## src/rtl/core/nor_flash_command_sequencer_macros.svh

```systemverilog
// Assertion macros shared by the NOR flash command sequencer modules.
// Depends on nothing; included by the modules that carry assertions.
`ifndef NOR_FLASH_COMMAND_SEQUENCER_MACROS_SVH
`define NOR_FLASH_COMMAND_SEQUENCER_MACROS_SVH

// Same-cycle implication, checked outside reset.
`define NFCS_ASSERT_IMPLY(label, clk, rst, ante, cons) \
   label: assert property (@(posedge clk) disable iff (rst) (ante) |-> (cons)) \
      else $error("nfcs same-cycle check failed");

// Next-cycle implication, checked outside reset.
`define NFCS_ASSERT_NEXT(label, clk, rst, ante, cons) \
   label: assert property (@(posedge clk) disable iff (rst) (ante) |=> (cons)) \
      else $error("nfcs next-cycle check failed");

`endif

```

## src/rtl/core/nfcs_pkg.sv

```systemverilog
// Shared types and constants of the NOR flash command sequencer.
// Depends on nothing; used by the front, queue, back and top modules.
package nfcs_pkg;

   // Fixed widths of the external fields and depth of the job queue.
   localparam int AddrW  = 24;
   localparam int WordW  = 16;
   localparam int QueueDepth = 4;

   // Request commands.
   localparam logic [3:0] CMD_PIN_SAMPLE  = 4'd0;
   localparam logic [3:0] CMD_READ_RETURN = 4'd1;
   localparam logic [3:0] CMD_READ_ID     = 4'd2;
   localparam logic [3:0] CMD_ERASE_BLOCK = 4'd3;
   localparam logic [3:0] CMD_ERASE_CHIP  = 4'd4;
   localparam logic [3:0] CMD_PROGRAM     = 4'd5;
   localparam logic [3:0] CMD_READ_WORD   = 4'd6;
   localparam logic [3:0] CMD_RESET       = 4'd7;
   localparam logic [3:0] CMD_RETURN_READ = 4'd8;

   // Result kinds.
   localparam logic [1:0] KIND_WRITE   = 2'd0;
   localparam logic [1:0] KIND_READ    = 2'd1;
   localparam logic [1:0] KIND_DELIVER = 2'd2;
   localparam logic [1:0] KIND_DONE    = 2'd3;

   // Completion status codes.
   localparam logic [1:0] ST_OK       = 2'd0;
   localparam logic [1:0] ST_ERROR    = 2'd1;
   localparam logic [1:0] ST_TIMEOUT  = 2'd2;
   localparam logic [1:0] ST_REJECTED = 2'd3;

   // Job codes passed from the front to the back.
   localparam logic [3:0] JOB_REJECT      = 4'd0;
   localparam logic [3:0] JOB_DONE        = 4'd1;
   localparam logic [3:0] JOB_READ_REQ    = 4'd2;
   localparam logic [3:0] JOB_DELIVER     = 4'd3;
   localparam logic [3:0] JOB_DELIVER_REQ = 4'd4;
   localparam logic [3:0] JOB_READ_ID     = 4'd5;
   localparam logic [3:0] JOB_ERASE_BLOCK = 4'd6;
   localparam logic [3:0] JOB_ERASE_CHIP  = 4'd7;
   localparam logic [3:0] JOB_PROGRAM     = 4'd8;
   localparam logic [3:0] JOB_READ_WORD   = 4'd9;
   localparam logic [3:0] JOB_RESET       = 4'd10;
   localparam logic [3:0] JOB_RETURN_READ = 4'd11;

   // Unlock cycle addresses (byte offsets) and command words.
   localparam logic [AddrW-1:0] UNLOCK1_ADDR = 24'h000AAA;
   localparam logic [AddrW-1:0] UNLOCK2_ADDR = 24'h000554;
   localparam logic [WordW-1:0] W_UNLOCK1     = 16'h00AA;
   localparam logic [WordW-1:0] W_UNLOCK2     = 16'h0055;
   localparam logic [WordW-1:0] W_AUTOSELECT  = 16'h0090;
   localparam logic [WordW-1:0] W_ERASE_SETUP = 16'h0080;
   localparam logic [WordW-1:0] W_BLOCK_ERASE = 16'h0030;
   localparam logic [WordW-1:0] W_CHIP_ERASE  = 16'h0010;
   localparam logic [WordW-1:0] W_PROGRAM     = 16'h00A0;
   localparam logic [WordW-1:0] W_READ_RESET  = 16'h00F0;

   // One unit of work: everything except the address.
   typedef struct packed {
      logic [3:0]       code;
      logic [WordW-1:0] word;
      logic [1:0]       idx;
      logic [1:0]       status;
   } job_type;

   // Bank offset of each ID word.
   function automatic logic [AddrW-1:0] id_word_address(input logic [1:0] idx);
      logic [AddrW-1:0] a;
      unique case (idx)
         2'd0: a = 24'h000000;
         2'd1: a = 24'h000002;
         2'd2: a = 24'h00001C;
         2'd3: a = 24'h00001E;
         default: a = '0;
      endcase
      return a;
   endfunction

endpackage

```

## src/rtl/core/nfcs_front.sv

```systemverilog
// Front end of the NOR flash command sequencer: accepts requests, runs the
// operation state and timeout counters, and issues at most one job per request.
// Depends on nfcs_pkg and the assertion macro header.
`include "nor_flash_command_sequencer_macros.svh"

module nfcs_front import nfcs_pkg::*; #(
   parameter int JobAddrW   = 24,
   parameter int COUNT_BITS = 32
) (
   input  logic                clock,
   input  logic                reset,
   input  logic                fire,
   input  logic [3:0]          cmd,
   input  logic [JobAddrW-1:0] target_address,
   input  logic [WordW-1:0]    word_in,
   input  logic                ready_pin,
   input  logic                csr_wr_en,
   input  logic [1:0]          csr_index,
   input  logic [31:0]         csr_wdata,
   output logic                push,
   output job_type             job,
   output logic [JobAddrW-1:0] job_addr
);

   localparam logic [2:0] PH_IDLE       = 3'd0;
   localparam logic [2:0] PH_WAIT_BUSY  = 3'd1;
   localparam logic [2:0] PH_WAIT_READY = 3'd2;
   localparam logic [2:0] PH_POLL       = 3'd3;
   localparam logic [2:0] PH_ID         = 3'd4;
   localparam logic [2:0] PH_WORD       = 3'd5;

   localparam logic [1:0] OP_NONE    = 2'd0;
   localparam logic [1:0] OP_BLOCK   = 2'd1;
   localparam logic [1:0] OP_CHIP    = 2'd2;
   localparam logic [1:0] OP_PROGRAM = 2'd3;

   localparam logic [1:0] REG_PROGRAM = 2'd0;
   localparam logic [1:0] REG_BLOCK   = 2'd1;
   localparam logic [1:0] REG_CHIP    = 2'd2;

   logic [COUNT_BITS-1:0] prog_limit_ff, block_limit_ff, chip_limit_ff;
   logic [2:0]            phase_ff, phase_in;
   logic [1:0]            op_ff, op_in;
   logic [COUNT_BITS-1:0] wait_ff, wait_in;
   logic [COUNT_BITS-1:0] toggle_ff, toggle_in;
   logic [1:0]            first_ff, first_in;   // DQ6 and DQ5 of the first read of a pair
   logic [1:0]            pair_ff, pair_in;
   logic [1:0]            id_step_ff, id_step_in;
   logic [COUNT_BITS-1:0] op_limit;
   logic                  busy;

   // Poll limit of the running operation.
   always_comb begin
      priority if (op_ff == OP_BLOCK) op_limit = block_limit_ff;
      else if (op_ff == OP_CHIP)      op_limit = chip_limit_ff;
      else                            op_limit = prog_limit_ff;
   end

   assign busy = (phase_ff != PH_IDLE);

   // Classify the request and work out the next state.
   always_comb begin
      phase_in   = phase_ff;
      op_in      = op_ff;
      wait_in    = wait_ff;
      toggle_in  = toggle_ff;
      first_in   = first_ff;
      pair_in    = pair_ff;
      id_step_in = id_step_ff;
      push       = 1'b0;
      job        = '0;
      job_addr   = '0;
      if (fire) begin
         priority if (cmd >= CMD_READ_ID && cmd <= CMD_RETURN_READ && busy) begin
            push       = 1'b1;
            job.code   = JOB_REJECT;
            job.status = ST_REJECTED;
         end else begin
            unique case (cmd)
               CMD_PIN_SAMPLE: begin
                  if (phase_ff == PH_WAIT_BUSY) begin
                     if (ready_pin && wait_ff != '0) begin
                        wait_in = wait_ff - 1'b1;
                     end else begin
                        wait_in  = op_limit;
                        phase_in = PH_WAIT_READY;
                     end
                  end else if (phase_ff == PH_WAIT_READY) begin
                     if (!ready_pin && wait_ff != '0) begin
                        wait_in = wait_ff - 1'b1;
                     end else if (op_limit == '0) begin
                        push       = 1'b1;
                        job.code   = JOB_DONE;
                        job.status = ST_TIMEOUT;
                        phase_in   = PH_IDLE;
                     end else begin
                        push      = 1'b1;
                        job.code  = JOB_READ_REQ;
                        toggle_in = op_limit - 1'b1;
                        pair_in   = 2'd0;
                        phase_in  = PH_POLL;
                     end
                  end
               end
               CMD_READ_RETURN: begin
                  if (phase_ff == PH_POLL) begin
                     push = 1'b1;
                     if (pair_ff == 2'd0 || pair_ff == 2'd2) begin
                        job.code = JOB_READ_REQ;
                        first_in = {word_in[6], word_in[5]};
                        pair_in  = pair_ff + 2'd1;
                     end else if (first_ff[1] == word_in[6]) begin
                        job.code   = JOB_DONE;
                        job.status = ST_OK;
                        phase_in   = PH_IDLE;
                     end else if (pair_ff == 2'd1) begin
                        job.code = JOB_READ_REQ;
                        pair_in  = 2'd2;
                     end else if (first_ff[0]) begin
                        job.code   = JOB_DONE;
                        job.status = ST_ERROR;
                        phase_in   = PH_IDLE;
                     end else if (toggle_ff == '0) begin
                        job.code   = JOB_DONE;
                        job.status = ST_TIMEOUT;
                        phase_in   = PH_IDLE;
                     end else begin
                        job.code  = JOB_READ_REQ;
                        toggle_in = toggle_ff - 1'b1;
                        pair_in   = 2'd0;
                     end
                  end else if (phase_ff == PH_WORD) begin
                     push     = 1'b1;
                     job.code = JOB_DELIVER;
                     job.word = word_in;
                     phase_in = PH_IDLE;
                  end else if (phase_ff == PH_ID) begin
                     push     = 1'b1;
                     job.word = word_in;
                     job.idx  = id_step_ff;
                     if (id_step_ff == 2'd3) begin
                        job.code   = JOB_DELIVER;
                        phase_in   = PH_IDLE;
                        id_step_in = 2'd0;
                     end else begin
                        job.code   = JOB_DELIVER_REQ;
                        id_step_in = id_step_ff + 2'd1;
                     end
                  end
               end
               CMD_READ_ID: begin
                  push       = 1'b1;
                  job.code   = JOB_READ_ID;
                  id_step_in = 2'd0;
                  phase_in   = PH_ID;
               end
               CMD_ERASE_BLOCK: begin
                  push     = 1'b1;
                  job.code = JOB_ERASE_BLOCK;
                  job_addr = target_address;
                  op_in    = OP_BLOCK;
                  wait_in  = block_limit_ff;
                  phase_in = PH_WAIT_BUSY;
               end
               CMD_ERASE_CHIP: begin
                  push     = 1'b1;
                  job.code = JOB_ERASE_CHIP;
                  op_in    = OP_CHIP;
                  wait_in  = chip_limit_ff;
                  phase_in = PH_WAIT_BUSY;
               end
               CMD_PROGRAM: begin
                  push     = 1'b1;
                  job.code = JOB_PROGRAM;
                  job.word = word_in;
                  job_addr = target_address;
                  op_in    = OP_PROGRAM;
                  wait_in  = prog_limit_ff;
                  phase_in = PH_WAIT_BUSY;
               end
               CMD_READ_WORD: begin
                  push     = 1'b1;
                  job.code = JOB_READ_WORD;
                  job_addr = target_address;
                  phase_in = PH_WORD;
               end
               CMD_RESET: begin
                  push     = 1'b1;
                  job.code = JOB_RESET;
               end
               CMD_RETURN_READ: begin
                  push     = 1'b1;
                  job.code = JOB_RETURN_READ;
               end
               default: begin
               end
            endcase
         end
      end
   end

   // Operation state.
   always_ff @(posedge clock) begin
      if (reset) begin
         phase_ff   <= PH_IDLE;
         op_ff      <= OP_NONE;
         wait_ff    <= '0;
         toggle_ff  <= '0;
         first_ff   <= '0;
         pair_ff    <= '0;
         id_step_ff <= '0;
      end else begin
         phase_ff   <= phase_in;
         op_ff      <= op_in;
         wait_ff    <= wait_in;
         toggle_ff  <= toggle_in;
         first_ff   <= first_in;
         pair_ff    <= pair_in;
         id_step_ff <= id_step_in;
      end
   end

   // Timeout registers; an index past the last register is ignored.
   always_ff @(posedge clock) begin
      if (reset) begin
         prog_limit_ff  <= COUNT_BITS'(32'd17408);
         block_limit_ff <= COUNT_BITS'(32'd10485760);
         chip_limit_ff  <= COUNT_BITS'(32'd805306368);
      end else if (csr_wr_en) begin
         if (csr_index == REG_PROGRAM) prog_limit_ff  <= csr_wdata[COUNT_BITS-1:0];
         if (csr_index == REG_BLOCK)   block_limit_ff <= csr_wdata[COUNT_BITS-1:0];
         if (csr_index == REG_CHIP)    chip_limit_ff  <= csr_wdata[COUNT_BITS-1:0];
      end
   end

   // A wait or poll phase always belongs to an erase or program operation.
   `NFCS_ASSERT_IMPLY(a_front_op_known, clock, reset, (phase_ff == PH_WAIT_BUSY || phase_ff == PH_WAIT_READY || phase_ff == PH_POLL), (op_ff != OP_NONE))

endmodule

```

## src/rtl/core/nfcs_queue.sv

```systemverilog
// Short job queue between the front and back of the command sequencer.
// Depends on nfcs_pkg for the depth and on the assertion macro header.
`include "nor_flash_command_sequencer_macros.svh"

module nfcs_queue import nfcs_pkg::*; #(
   parameter int WIDTH = 8
) (
   input  logic             clock,
   input  logic             reset,
   input  logic             push,
   input  logic [WIDTH-1:0] push_data,
   output logic             full,
   input  logic             pop,
   output logic             head_valid,
   output logic [WIDTH-1:0] head_data
);

   localparam int PtrW = $clog2(QueueDepth);
   localparam int CntW = $clog2(QueueDepth + 1);

   logic [WIDTH-1:0] slot_ff [QueueDepth];
   logic [PtrW-1:0]  wr_ptr_ff, rd_ptr_ff;
   logic [CntW-1:0]  count_ff;

   assign full       = (count_ff == CntW'(QueueDepth));
   assign head_valid = (count_ff != '0);
   assign head_data  = slot_ff[rd_ptr_ff];

   // Storage; the front only pushes while the queue has room.
   always_ff @(posedge clock) begin
      if (push) slot_ff[wr_ptr_ff] <= push_data;
   end

   // Pointers and fill count.
   always_ff @(posedge clock) begin
      if (reset) begin
         wr_ptr_ff <= '0;
         rd_ptr_ff <= '0;
         count_ff  <= '0;
      end else begin
         if (push) begin
            wr_ptr_ff <= (wr_ptr_ff == PtrW'(QueueDepth - 1)) ? '0 : wr_ptr_ff + 1'b1;
         end
         if (pop) begin
            rd_ptr_ff <= (rd_ptr_ff == PtrW'(QueueDepth - 1)) ? '0 : rd_ptr_ff + 1'b1;
         end
         if (push && !pop)      count_ff <= count_ff + 1'b1;
         else if (pop && !push) count_ff <= count_ff - 1'b1;
      end
   end

   // Neither side may overrun or underrun the queue.
   `NFCS_ASSERT_IMPLY(a_queue_no_overflow, clock, reset, push, (!full || pop))
   `NFCS_ASSERT_IMPLY(a_queue_no_underflow, clock, reset, pop, head_valid)

endmodule

```

## src/rtl/core/nfcs_back.sv

```systemverilog
// Back end of the NOR flash command sequencer: expands each queued job into
// its result beats, one per unstalled cycle, into a registered output stage.
// Depends on nfcs_pkg and the assertion macro header.
`include "nor_flash_command_sequencer_macros.svh"

module nfcs_back import nfcs_pkg::*; #(
   parameter int JobAddrW = 24
) (
   input  logic                clock,
   input  logic                reset,
   input  logic                head_valid,
   input  job_type             head_job,
   input  logic [JobAddrW-1:0] head_addr,
   output logic                pop,
   output logic                rsp_valid,
   input  logic                rsp_stall,
   output logic [1:0]          rsp_kind,
   output logic [AddrW-1:0]    rsp_bus_address,
   output logic [WordW-1:0]    rsp_word_out,
   output logic [1:0]          rsp_id_index,
   output logic [1:0]          rsp_status,
   output logic                rsp_last
);

   logic [2:0]       step_ff;
   logic             valid_ff;
   logic [1:0]       kind_ff, idx_ff, status_ff;
   logic [AddrW-1:0] addr_ff;
   logic [WordW-1:0] word_ff;
   logic             last_ff;

   logic [1:0]       b_kind, b_idx, b_status;
   logic [AddrW-1:0] b_addr, job_addr;
   logic [WordW-1:0] b_word;
   logic             b_last;
   logic             load;

   // Zero-extend the stored job address to the bus offset width.
   always_comb begin
      job_addr = '0;
      job_addr[JobAddrW-1:0] = head_addr;
   end

   // Beat selected by the job code and the step within the job.
   always_comb begin
      b_kind   = KIND_WRITE;
      b_addr   = '0;
      b_word   = '0;
      b_idx    = '0;
      b_status = ST_OK;
      b_last   = 1'b0;
      // The unlock pair opens most command runs.
      if (step_ff == 3'd0 || step_ff == 3'd3) begin
         b_addr = UNLOCK1_ADDR;
         b_word = W_UNLOCK1;
      end else begin
         b_addr = UNLOCK2_ADDR;
         b_word = W_UNLOCK2;
      end
      unique case (head_job.code)
         JOB_REJECT, JOB_DONE: begin
            b_kind   = KIND_DONE;
            b_addr   = '0;
            b_word   = '0;
            b_status = head_job.status;
            b_last   = 1'b1;
         end
         JOB_READ_REQ: begin
            b_kind = KIND_READ;
            b_addr = '0;
            b_word = '0;
            b_last = 1'b1;
         end
         JOB_DELIVER: begin
            b_kind = KIND_DELIVER;
            b_addr = '0;
            b_word = head_job.word;
            b_idx  = head_job.idx;
            b_last = 1'b1;
         end
         JOB_DELIVER_REQ: begin
            if (step_ff == 3'd0) begin
               b_kind = KIND_DELIVER;
               b_addr = '0;
               b_word = head_job.word;
               b_idx  = head_job.idx;
            end else begin
               b_kind = KIND_READ;
               b_addr = id_word_address(head_job.idx + 2'd1);
               b_word = '0;
               b_last = 1'b1;
            end
         end
         JOB_READ_ID: begin
            if (step_ff == 3'd2) begin
               b_addr = UNLOCK1_ADDR;
               b_word = W_AUTOSELECT;
            end else if (step_ff == 3'd3) begin
               b_kind = KIND_READ;
               b_addr = id_word_address(2'd0);
               b_word = '0;
               b_last = 1'b1;
            end
         end
         JOB_ERASE_BLOCK, JOB_ERASE_CHIP: begin
            if (step_ff == 3'd2) begin
               b_addr = UNLOCK1_ADDR;
               b_word = W_ERASE_SETUP;
            end else if (step_ff == 3'd5) begin
               b_last = 1'b1;
               if (head_job.code == JOB_ERASE_BLOCK) begin
                  b_addr = job_addr;
                  b_word = W_BLOCK_ERASE;
               end else begin
                  b_addr = UNLOCK1_ADDR;
                  b_word = W_CHIP_ERASE;
               end
            end
         end
         JOB_PROGRAM: begin
            if (step_ff == 3'd2) begin
               b_addr = UNLOCK1_ADDR;
               b_word = W_PROGRAM;
            end else if (step_ff == 3'd3) begin
               b_addr = job_addr;
               b_word = head_job.word;
               b_last = 1'b1;
            end
         end
         JOB_READ_WORD: begin
            if (step_ff == 3'd2) begin
               b_addr = job_addr;
               b_word = W_READ_RESET;
            end else if (step_ff == 3'd3) begin
               b_kind = KIND_READ;
               b_addr = job_addr;
               b_word = '0;
               b_last = 1'b1;
            end
         end
         JOB_RESET: begin
            if (step_ff == 3'd2) begin
               b_addr = '0;
               b_word = W_READ_RESET;
               b_last = 1'b1;
            end
         end
         JOB_RETURN_READ: begin
            b_addr = '0;
            b_word = W_READ_RESET;
            b_last = 1'b1;
         end
         default: begin
            b_last = 1'b1;
         end
      endcase
   end

   // A beat moves into the output stage whenever that stage is free or drains.
   assign load = head_valid && (!valid_ff || !rsp_stall);
   assign pop  = load && b_last;

   // Step counter and output valid.
   always_ff @(posedge clock) begin
      if (reset) begin
         step_ff  <= '0;
         valid_ff <= 1'b0;
      end else begin
         if (load) step_ff <= b_last ? 3'd0 : step_ff + 3'd1;
         if (load)            valid_ff <= 1'b1;
         else if (!rsp_stall) valid_ff <= 1'b0;
      end
   end

   // Output payload.
   always_ff @(posedge clock) begin
      if (load) begin
         kind_ff   <= b_kind;
         addr_ff   <= b_addr;
         word_ff   <= b_word;
         idx_ff    <= b_idx;
         status_ff <= b_status;
         last_ff   <= b_last;
      end
   end

   assign rsp_valid       = valid_ff;
   assign rsp_kind        = kind_ff;
   assign rsp_bus_address = addr_ff;
   assign rsp_word_out    = word_ff;
   assign rsp_id_index    = idx_ff;
   assign rsp_status      = status_ff;
   assign rsp_last        = last_ff;

   // No job runs past six beats, and a completion always closes its job.
   `NFCS_ASSERT_IMPLY(a_back_step_range, clock, reset, head_valid, (step_ff <= 3'd5))
   `NFCS_ASSERT_IMPLY(a_back_done_last, clock, reset, (valid_ff && kind_ff == KIND_DONE), last_ff)

endmodule

```

## src/rtl/core/nor_flash_command_sequencer.sv

```systemverilog
// Top level of the NOR flash command sequencer: front, job queue and back.
// Depends on nfcs_pkg, nfcs_front, nfcs_queue and nfcs_back.
//
//   Channel   Direction  Ports                         Handshake
//   req_      in         cmd, target_address, word_in,  req_valid / req_stall
//                        ready_pin
//   rsp_      out        kind, bus_address, word_out,   rsp_valid / rsp_stall
//                        id_index, status, last
//   csr_      in         csr_wr_en, csr_index, csr_wdata  write only
//
// The front takes one request per cycle while the four-entry job queue has room.
// The back sends one result beat per cycle while rsp_ is not stalled; a job gives
// one to six beats: six for an erase, four for program, ID or word read.
// Reset is synchronous and active high; it clears all control state and loads
// the default timeouts. A stall on rsp_ holds the output stage; the queue keeps
// taking requests until it fills, and then req_stall rises.
module nor_flash_command_sequencer import nfcs_pkg::*; #(
   parameter int ADDR_BITS  = 24,
   parameter int COUNT_BITS = 32
) (
   input  logic             clock,
   input  logic             reset,
   input  logic             req_valid,
   output logic             req_stall,
   input  logic [3:0]       req_cmd,
   input  logic [AddrW-1:0] req_target_address,
   input  logic [WordW-1:0] req_word_in,
   input  logic             req_ready_pin,
   output logic             rsp_valid,
   input  logic             rsp_stall,
   output logic [1:0]       rsp_kind,
   output logic [AddrW-1:0] rsp_bus_address,
   output logic [WordW-1:0] rsp_word_out,
   output logic [1:0]       rsp_id_index,
   output logic [1:0]       rsp_status,
   output logic             rsp_last,
   input  logic             csr_wr_en,
   input  logic [1:0]       csr_index,
   input  logic [31:0]      csr_wdata
);

   // Address bits the sequencer actually carries.
   localparam int JobAddrW = (ADDR_BITS < AddrW) ? ADDR_BITS : AddrW;
   localparam int QW       = $bits(job_type) + JobAddrW;

   logic                fire, push, q_full, q_valid, q_pop;
   job_type             f_job, q_job;
   logic [JobAddrW-1:0] f_addr, q_addr;
   logic [QW-1:0]       q_data;

   assign req_stall = q_full;
   assign fire      = req_valid && !q_full;
   assign {q_job, q_addr} = q_data;

   nfcs_front #(
      .JobAddrW   (JobAddrW),
      .COUNT_BITS (COUNT_BITS)
   ) u_front (
      .clock          (clock),
      .reset          (reset),
      .fire           (fire),
      .cmd            (req_cmd),
      .target_address (req_target_address[JobAddrW-1:0]),
      .word_in        (req_word_in),
      .ready_pin      (req_ready_pin),
      .csr_wr_en      (csr_wr_en),
      .csr_index      (csr_index),
      .csr_wdata      (csr_wdata),
      .push           (push),
      .job            (f_job),
      .job_addr       (f_addr)
   );

   nfcs_queue #(
      .WIDTH (QW)
   ) u_queue (
      .clock      (clock),
      .reset      (reset),
      .push       (push),
      .push_data  ({f_job, f_addr}),
      .full       (q_full),
      .pop        (q_pop),
      .head_valid (q_valid),
      .head_data  (q_data)
   );

   nfcs_back #(
      .JobAddrW (JobAddrW)
   ) u_back (
      .clock           (clock),
      .reset           (reset),
      .head_valid      (q_valid),
      .head_job        (q_job),
      .head_addr       (q_addr),
      .pop             (q_pop),
      .rsp_valid       (rsp_valid),
      .rsp_stall       (rsp_stall),
      .rsp_kind        (rsp_kind),
      .rsp_bus_address (rsp_bus_address),
      .rsp_word_out    (rsp_word_out),
      .rsp_id_index    (rsp_id_index),
      .rsp_status      (rsp_status),
      .rsp_last        (rsp_last)
   );

endmodule
```

## config.mk

```make
export PLATFORM = sky130hd
export DESIGN_NAME = nor_flash_command_sequencer
export DESIGN_NICKNAME = d
export VERILOG_FILES = /design/src/rtl/core/nfcs_pkg.sv /design/src/rtl/core/nfcs_front.sv /design/src/rtl/core/nfcs_queue.sv /design/src/rtl/core/nfcs_back.sv /design/src/rtl/core/nor_flash_command_sequencer.sv
export VERILOG_INCLUDE_DIRS = /design/src /design/src/rtl/core
export SDC_FILE = /design/constraint.sdc
export NUM_CORES = 1
export LEC_CHECK = 0
export ABC_AREA = 1
export BUFFER_PORTS_ARGS = -buffer_cell sky130_fd_sc_hd__buf_2
export CAP_MARGIN = 20
export CORE_ASPECT_RATIO = 1.25
export CORE_MARGIN = 2
export CORE_UTILIZATION = 55
export CTS_CLUSTER_SIZE = 40
export DETAILED_ROUTE_END_ITERATION = 8
export GPL_TIMING_DRIVEN = 0
export PLACE_DENSITY = 0.73
export SKIP_LAST_GASP = 1
export SYNTH_ARGS = -nofsm -noshare
export SYNTH_HDL_FRONTEND = slang
export SYNTH_SLANG_ARGS = --single-unit
```

## constraint.sdc

```tcl
create_clock -name clock -period 5.3 [get_ports clock]
set_input_delay 1.06 -clock clock [delete_from_list [all_inputs] [get_ports clock]]
set_output_delay 1.06 -clock clock [all_outputs]
set_load 0.01 [all_outputs]
```

==> impl_metrics.toml <==
[cells_and_area]
drive_gt1_share_pct = 8.59
final_area_um2 = 24800
area_growth_pct = 12.6
nets = 3201
final-instance-count-excl-fill = 3629

[global_routing]
grt_first_pass_wirelength_mm = 120
grt_max_degree = 31
antenna_found_initial = 4
track_usage_pct = 38.8
grt_overflow_total = 0
grt_pass1_vias = 20300

[clock_network]
path_clk_slew_ps = 60
post_cts_buffers = 0
cts-root-buf = "clkbuf_16"
cts_max_level = 2
cts_sinks = 423
hold_buffers = 0
cts_made_buffers = 43
post_cts_resized = 0
clock_latency_ps = 570
cts_tree = "yes"
cts_buffer_depth = 3

[yosys]
syn_area_um2 = 22000
ys_seq_elements = 423
synth_area_per_cell_um2 = 7.54
ys_seq_area_share_pct = 49.4
synth-edff-count = 239
syn-instance-count = 2915
ys.flop_type = "edfxtp_1"
yosysWarnings = 0
synth_cell_types = 48
syn_nets = 3018
async_flop_share_pct = 0

[placement]
preCtsSetupSlack_ps = 741
port_buffers = 131
post_dp_cell_area_um2 = 23400
dp_hpwl_mm = 60.4
place_congestion = 1.03
dp.cells = 3549

[critical_path]
cp_max_fo = 9
cp_top_family = "simple AND/OR/NAND/NOR gates"
crit_path_top_delay_cell = "o21ai_0"
cp.required_ps = 5780
max_stage_delay_ps = 500
crit_chain = "inv_1 -> ha_1 -> nand2_1 -> nor2_1 -> nand4_1 -> nand2_1 -> nand3_1 -> nand3_1 -> nand2_1 -> inv_1 -> ha_1 -> inv_1 -> fa_1 -> o21ai_0 -> o21ai_0 -> a21oi_1"
critPathLaunchType = "flop"
crit_arrival_ps = 4540
r2r.worst_path.cells = 16
critPathCaptureType = "flop"
regToRegSetupSlack_ps = 1250
r2r_end = "u_queue.count_ff[2]"
r2r-start = "u_front.wait_ff[0]"
cp_num_buf_inv = 3
critical_path_class = "reg2reg"

[routing]
drc = 0
avgRoutedWirePerCell_um = 22.5
routed_wl_mm = 81.6
first_pass_iters = 8
final_antenna_net_count = 0
via_count = 21400
via_per_inst = 5.90
first_iter_violations = 2309

[timing]
hold_violations = 0
layout_setup_ws_ps = 1250
fin_crit_sh_pct = 76.5
tns_ps = 0
slew_headroom_pct = 12.6
maxSlewViolCount = 0
max_freq_mhz = 247
holdWs_ps = 470
skew_ps = 23.2
worst_pin_slew_ps = 1310
min_period_ps = 4050
grt_setup_unrepaired = "no"
setup_viol = 0

[floorplanning]
rows = 81
io_pins = 133
core_area_um2 = 39200
start_util_pct = 56.0
dieArea_um2 = 41600
die_h_um = 227
die-width_um = 183

[worst_hold_path]
whs_endpoint = "u_front.block_limit_ff[12]"
min_path_type = "reg2reg"
worstHoldPathCells = 2
holdCritStartpoint = "u_front.block_limit_ff[12]"

[power_and_ir_drop]
leakagePower_nw = 10.7
powerDensity_nw_per_um2 = 443
vdd_drop_max_mv = 0.296

[run]
drv_cap = 0

[run_status]
status = "finished, final reports clean"
[worst max-delay path by stage]
stage | slack [ps] | startpoint | cells after the start | endpoint
floorplan | 630 | req_cmd[3] | 9 | u_queue.slot_ff[0][0]
CTS | 1290 | req_cmd[3] | 16 | u_queue.count_ff[2]
detailed placement | 740 | req_cmd[3] | 16 | u_queue.count_ff[2]
global placement | -1570 | req_cmd[3] | 10 | u_queue.slot_ff[0][21]
global route | 1040 | req_cmd[3] | 16 | u_queue.count_ff[2]
finish | 1250 | u_front.wait_ff[0] | 16 | u_queue.count_ff[2]
[flip-flops by register name, indices dropped and copies added, names as in the netlist, 3 cells and up, named ones only]
register and cells:
u_back.step_ff 3, u_front.block_limit_ff 32, u_front.toggle_ff 32, u_front.wait_ff 32, u_front.phase_ff 3, u_back.rsp_word_out 16, u_queue.count_ff 3, u_front.prog_limit_ff 32
u_queue.slot_ff 192, u_back.rsp_bus_address 24, u_front.chip_limit_ff 32
[placed cells by master, fill, tap and decap left out, types with 3 or more instances in the layout]
master / n
nor2_1: 451
o22ai_1: 16
buf_12: 5
nand4_1: 32
buf_1: 11
o31ai_1: 3
edfxtp_1: 239
nand2_2: 3
o21ai_0: 225
a221oi_1: 10
inv_1: 235
clkbuf_1: 95
a32o_1: 8
inv_6: 4
nand3_1: 196
nor2_2: 4
buf_4: 11
nand2_1: 806
dfxtp_1: 184
ha_1: 18
a31oi_1: 19
nor3_1: 38
a211oi_1: 6
inv_2: 8
clkbuf_16: 43
clkinv_1: 9
o21ai_1: 4
buf_6: 3
nor2_4: 6
xnor2_1: 9
clkinv_2: 5
a21oi_1: 187
o211ai_1: 13
buf_2: 158
clkbuf_8: 6
xor2_1: 29
[Yosys cell counts (6+ instances only)]
library cell / n / area, µm²
xnor2_1: 9 / 78.8
nor3_1: 38 / 190
a31oi_1: 19 / 119
nand3_1: 196 / 981
nor2_1: 455 / 1710
buf_4: 11 / 82.6
buf_1: 11 / 41.3
o211ai_1: 13 / 97.6
a211oi_1: 6 / 45.0
inv_2: 7 / 26.3
clkbuf_1: 86 / 323
o21ai_0: 225 / 1130
xor2_1: 29 / 254
a32o_1: 8 / 80.1
inv_1: 236 / 886
nand4_1: 32 / 200
o22ai_1: 16 / 100
a221oi_1: 10 / 87.6
nand2_1: 806 / 3030
buf_2: 27 / 135
dfxtp_1: 184 / 3680
a21oi_1: 187 / 936
edfxtp_1: 239 / 7180
ha_1: 18 / 225
[power by group]
group	internal (mW)	switching, mW
Clock	1.68	1.30
Combinational	1.12	2.75
Sequential	3.96	0.148
Total	6.76	4.20
[stage by stage]
step                total power, mW  utilization, %
floorplan                      6.61               -
global placement               7.84            59.3
detailed placement             7.96            59.6
CTS                            10.9            63.1
global route                   11.5            63.1
finish                         11.0            63.1
[layer usage]
layer,up-vias,track usage (%),share of wire [%]
li1,10000,-,-
met1,9905,43.3,36
met2,1162,65.4,47
met3,319,6.33,7.6
met4,6,32.4,9.7
met5,-,0,0.053
[layout make-up]
type / count / area, µm²
timing repair buffer: 138 / 771
inverter: 246 / 923
buffer: 138 / 616
fill: 3518 / 14500
tap: 498 / 623
multi-input combinational: 2108 / 9600
clock buffer: 58 / 1190
sequential: 423 / 10900
antenna: 1 / 2.50
clock inverter: 19 / 159
[worst reg2reg max path: cells and delay by family, from the launching register on]
kind,cells,cell delay [ps]
AOI/OAI and AO/OA,3,800
DFF,1,340
and+or+nand+nor,7,1650
adders and majority gates,3,870
buffers and inverters,3,330
[cell families after synthesis]
family	synth area share [%]
compound gates	12.4
xor+xnor	1.51
fa+ha+maj	1.12
buf+inv	7.00
flops	49.4
mux	0.0456
simple gates	28.4
No activity file was read; power rests on OpenSTA's default activity.
